## src/rtl/ptve_pkg.sv

```systemverilog
// Shared types and constants for the pose transform and velocity estimator.
package ptve_pkg;

  // Fixed-point scale factors.
  localparam logic signed [32:0] DEG_TO_RAD_Q32 = 33'sd74961321;
  localparam logic signed [32:0] MS_PER_S       = 33'sd1000;

  // Widths of the rate divider: scaled magnitude and quotient.
  localparam int NUM_W = 42;
  localparam int QUO_W = 31;
  localparam int CNT_W = 5;

  // Configuration register indexes.
  localparam logic [2:0] REG_COS     = 3'd0;
  localparam logic [2:0] REG_SIN     = 3'd1;
  localparam logic [2:0] REG_X_OFF   = 3'd2;
  localparam logic [2:0] REG_Y_OFF   = 3'd3;
  localparam logic [2:0] REG_HDG_OFF = 3'd4;

  // Sequencer states.
  typedef enum logic [3:0] {
    S_IDLE,
    S_XC,
    S_YS,
    S_XS,
    S_YC,
    S_DEG,
    S_FIN_Y,
    S_FIN_H,
    S_DIFF,
    S_MUL,
    S_NUM,
    S_WAIT,
    S_DONE
  } state_t;

  // Velocity channel being worked on.
  typedef enum logic [1:0] {
    CH_X,
    CH_Y,
    CH_H
  } chan_t;

  // Status from the rate divider.
  typedef struct packed {
    logic done;
    logic sat;
  } div_stat_t;

endpackage

```

## src/rtl/ptve_div.sv

```systemverilog
// Restoring divider that forms one saturating velocity quotient, one bit a cycle.
module ptve_div (
  input  logic                     clk,
  input  logic                     rst,
  input  logic                     start,
  input  logic [ptve_pkg::NUM_W-1:0] num,
  input  logic [31:0]              dt,
  output ptve_pkg::div_stat_t      stat,
  output logic [ptve_pkg::QUO_W-1:0] quo
);
  import ptve_pkg::*;

  logic [31:0]      rem;
  logic [QUO_W-1:0] low;
  logic [CNT_W-1:0] cnt;
  logic             busy;
  logic             done;
  logic             sat;
  logic [32:0]      trial;
  logic [32:0]      diff;
  logic             ge;
  logic             pre_sat;

  // The quotient overflows 31 bits exactly when the top bits of the numerator reach dt.
  assign pre_sat = {21'd0, num[NUM_W-1:QUO_W]} >= dt;

  // One long-division step: bring down the next numerator bit and try a subtract.
  assign trial = {rem, low[QUO_W-1]};
  assign diff  = trial - {1'b0, dt};
  assign ge    = trial >= {1'b0, dt};

  // Control state.
  always_ff @(posedge clk) begin
    if (rst) begin
      busy <= 1'b0;
      done <= 1'b0;
      cnt  <= '0;
    end else begin
      done <= start ? pre_sat : (busy && (cnt == '0));
      if (start) begin
        busy <= !pre_sat;
        cnt  <= CNT_W'(QUO_W - 1);
      end else if (busy) begin
        cnt <= cnt - CNT_W'(1);
        if (cnt == '0) begin
          busy <= 1'b0;
        end
      end
    end
  end

  // Remainder, numerator and quotient shift registers.
  always_ff @(posedge clk) begin
    if (start) begin
      sat <= pre_sat;
      rem <= {21'd0, num[NUM_W-1:QUO_W]};
      low <= num[QUO_W-1:0];
      quo <= '0;
    end else if (busy) begin
      rem <= ge ? diff[31:0] : trial[31:0];
      low <= {low[QUO_W-2:0], 1'b0};
      quo <= {quo[QUO_W-2:0], ge};
    end
  end

  assign stat.done = done;
  assign stat.sat  = sat;

endmodule

```

## config.mk

```make
export PLATFORM = sky130hd
export DESIGN_NAME = ptve_div
export DESIGN_NICKNAME = d
export VERILOG_FILES = /design/src/rtl/ptve_pkg.sv /design/src/rtl/ptve_div.sv
export SDC_FILE = /design/constraint.sdc
export NUM_CORES = 1
export LEC_CHECK = 0
export ABC_CLOCK_PERIOD_IN_PS = 2600
export BUFFER_PORTS_ARGS = -buffer_cell sky130_fd_sc_hd__buf_2
export CORE_UTILIZATION = 52
export DETAILED_ROUTE_END_ITERATION = 7
export PLACE_DENSITY = 0.82
export SLEW_MARGIN = 20
export SYNTH_ARGS = -nofsm -noshare
export SYNTH_HDL_FRONTEND = slang
export SYNTH_SLANG_ARGS = --single-unit
```

## constraint.sdc

```tcl
create_clock -name clk -period 2.6 [get_ports clk]
set_input_delay 0.39 -clock clk [delete_from_list [all_inputs] [get_ports clk]]
set_output_delay 0.39 -clock clk [all_outputs]
set_load 0.05 [all_outputs]
```

==> impl_metrics.env <==
export IMPL_grt_max_degree=42
export IMPL_drive_gt1_share_pct=40.11
export IMPL_ff2ff_setup_slack_ps=-80
export IMPL_worst_setup_path_start_kind="flop"
export IMPL_critPathCaptureType="flop"
export IMPL_core_um2=12110
export IMPL_tightest_slew_ps=635.8
export IMPL_num_antenna_cells=0
export IMPL_dp_slack_ps=-222.1
export IMPL_initialDrtViolationCount=301
export IMPL_final_setup_tns_ps=-974.0
export IMPL_period_needed_ps=2684
export IMPL_yosys_area_top_type="edfxtp_1"
export IMPL_post_route_period_util_pct=103.2
export IMPL_initial_core_util_pct=53.89
export IMPL_cts_root_buf="clkbuf_16"
export IMPL_drt_wirelength_per_cell_um=18.01
export IMPL_synth_area_um2=6528
export IMPL_ys_warn_count=0
export IMPL_antenna_left=0
export IMPL_setup_ws_ps=-83.79
export IMPL_n_fill_cell=870
export IMPL_fin_util_pct=73.70
export IMPL_rsz0062_at_grt="true"
export IMPL_grt_pass1_wl_um=28390
export IMPL_max_freq_mhz=372.6
export IMPL_synth_distinct_cells=68
export IMPL_leakage_uw=0.003945
export IMPL_max_cap_violations=0
export IMPL_final_common_cell="buf_4"
export IMPL_cts_sinks=102
export IMPL_yosysSeqAreaShare_pct=37.88
export IMPL_synth_seq_cells=102
export IMPL_hold_viol=0
export IMPL_cts_buffer_depth=2
export IMPL_antenna_found_initial=0
export IMPL_synth_edff_count=43
export IMPL_power_density_nw_per_um2=557.1
export IMPL_dp_hpwl_um=13040
export IMPL_hp_class="in -> reg"
export IMPL_die_area_um2=13010
export IMPL_maxSlewHeadroom_pct=57.61
export IMPL_skew_ps=7.520
export IMPL_setup_viol=25
export IMPL_ir_drop_mv=0.5724
export IMPL_design_area_um2=8926
export IMPL_postPlaceCellArea_um2=7931
export IMPL_rows=40
export IMPL_viasPerCell=5.788
export IMPL_status="finished with violations"
export IMPL_port_buffers=109
export IMPL_yosys_area_top_type_share_pct=19.78
export IMPL_die_w_um=114.0
export IMPL_slew_viol_final=0
export IMPL_syn_num_nets=813
export IMPL_synthCells=690
export IMPL_syn_area_per_cell_um2=9.460
export IMPL_clk_pin_slew_ps=80
export IMPL_fin_nets=1028
export IMPL_violations="setup timing"
export IMPL_grt_total_usage_pct=27.90
export IMPL_synth_area_top_cells="edfxtp_1 (20%), dfxtp_1 (18%), ha_1 (8.6%)"
export IMPL_async_flop_share_pct=0
export IMPL_firstDrtPassIters=8
export IMPL_worstPathMaxFanout=7
export IMPL_fp_dieH_um=114.0
export IMPL_final_cell_mix="buf_4 (121), buf_2 (108), nor2_1 (75)"
export IMPL_postCtsHoldBufs=0
export IMPL_cp_required_ps=2720
export IMPL_grt_pass1_vias=5992
export IMPL_pin_count=110
export IMPL_arrival_ps=2800
export IMPL_place_congestion=0.9376
export IMPL_route_detailed_drc=0
export IMPL_area_delta_synth_final_pct=36.75
export IMPL_clk_latency_ps=360
export IMPL_path_class="reg -> reg"
export IMPL_cts_buffers=9
export IMPL_dr_total_vias=6239
export IMPL_overflow=0
export IMPL_yosys_most_used_dff="dfxtp_1"
export IMPL_wirelength_um=19420
export IMPL_cts_tree="built"
export IMPL_htreeDepth=3
==> worst paths after layout <==
check	start	endpoint	cells past startpoint
setup / recovery	rem[5]$_DFFE_PP_	rem[1]$_DFFE_PP_	10
hold / removal	rst	cnt[4]$_SDFFE_PP0P_	2
setup reg to reg	rem[5]$_DFFE_PP_	rem[1]$_DFFE_PP_	10
hold reg to reg	quo[30]$_SDFFE_PP0P_	quo[30]$_SDFFE_PP0P_	2
==> cells by family (layout without fill, tap and decap cells) <==
family	after synthesis	after routing	share of synthesized area (%)
xor+xnor	25	25	3.354
simple gates	207	207	15.60
flops	102	102	37.88
buf+inv	79	299	5.405
mux	73	73	11.79
fa+ha+maj	46	46	8.932
compound gates	158	158	17.04
==> report_power, final <==
group          internal (µW)  total, µW  switching, µW
registers               1800       1880           75.4
clock network            705       1390            685
logic                    846       1700            859
==> Yosys cell counts, drive strengths merged, types with 3 or more instances <==
cell	number
and3	5
a21oi	37
mux2	31
o21bai	3
clkbuf	15
nand3b	7
buf	20
nor2b	6
a32oi	3
o21a	5
mux2i	42
and4	5
or4	3
ha	45
xnor2	10
a21o	17
nor3	15
a211oi	12
dfxtp	59
a311oi	7
a31oi	8
o31ai	3
edfxtp	43
inv	44
a21boi	3
o211ai	3
nand3	6
o21ai	30
nand4	10
nand2b	8
nor4	7
xor2	15
nand2	45
o311ai	10
and2	4
nor2	76
or2	3
==> worst max-delay path, stage by stage (launching register included) <==
cell	delay (ps)
edfxtp_1	440
ha_4	280
a21o_1	190
a21oi_2	190
o21ai_2	110
o21ai_2	250
a21oi_4	110
a31oi_4	390
buf_6	160
mux2i_1	60
mux2_2	270
==> routing by layer <==
layer | wire length (µm) | track usage [%] | vias to the layer above
met4 | 903 | 11.00 | 0
met5 | 0 | 0 | -
li1 | - | - | 2964
met3 | 1437 | 7.492 | 80
met1 | 7695 | 33.36 | 2924
met2 | 9384 | 47.68 | 271
==> repair_timing <==
item,in CTS,in global routing
pin swaps,4,27
endpoints found under the setup margin,28,32
buffers inserted,1,21
resized for setup,13,75
cloned,0,1
==> metrics by stage <==
stage / power (µW) / hold WS, ps / std cells
global placement: 3238 / 471.0 / 1039
finish: 4973 / 297.1 / 1078
detailed placement: 3272 / 493.2 / 1039
floorplan: 2749 / 450.1 / 690
global route: 5189 / 294.6 / 1078
CTS: 4701 / 272.4 / 1056
==> layout make-up <==
type | count | area, µm² | area share, %
Tap cell | 168 | 210.2 | 2.355
Sequential cell | 102 | 2487 | 27.87
Timing Repair Buffer | 239 | 1593 | 17.84
Clock buffer | 10 | 239.0 | 2.677
Multi-Input combinational cell | 509 | 4169 | 46.71
Clock inverter | 6 | 62.56 | 0.7009
Inverter | 44 | 165.2 | 1.850
==> registers in the layout (all words and copies together), names as in the netlist <==
| name | flops |
|---|---|
| busy | 1 |
| rem | 32 |
| done | 1 |
| sat | 1 |
| quo | 31 |
| low | 31 |
| cnt | 5 |
Power figures use the tool's default switching activity.
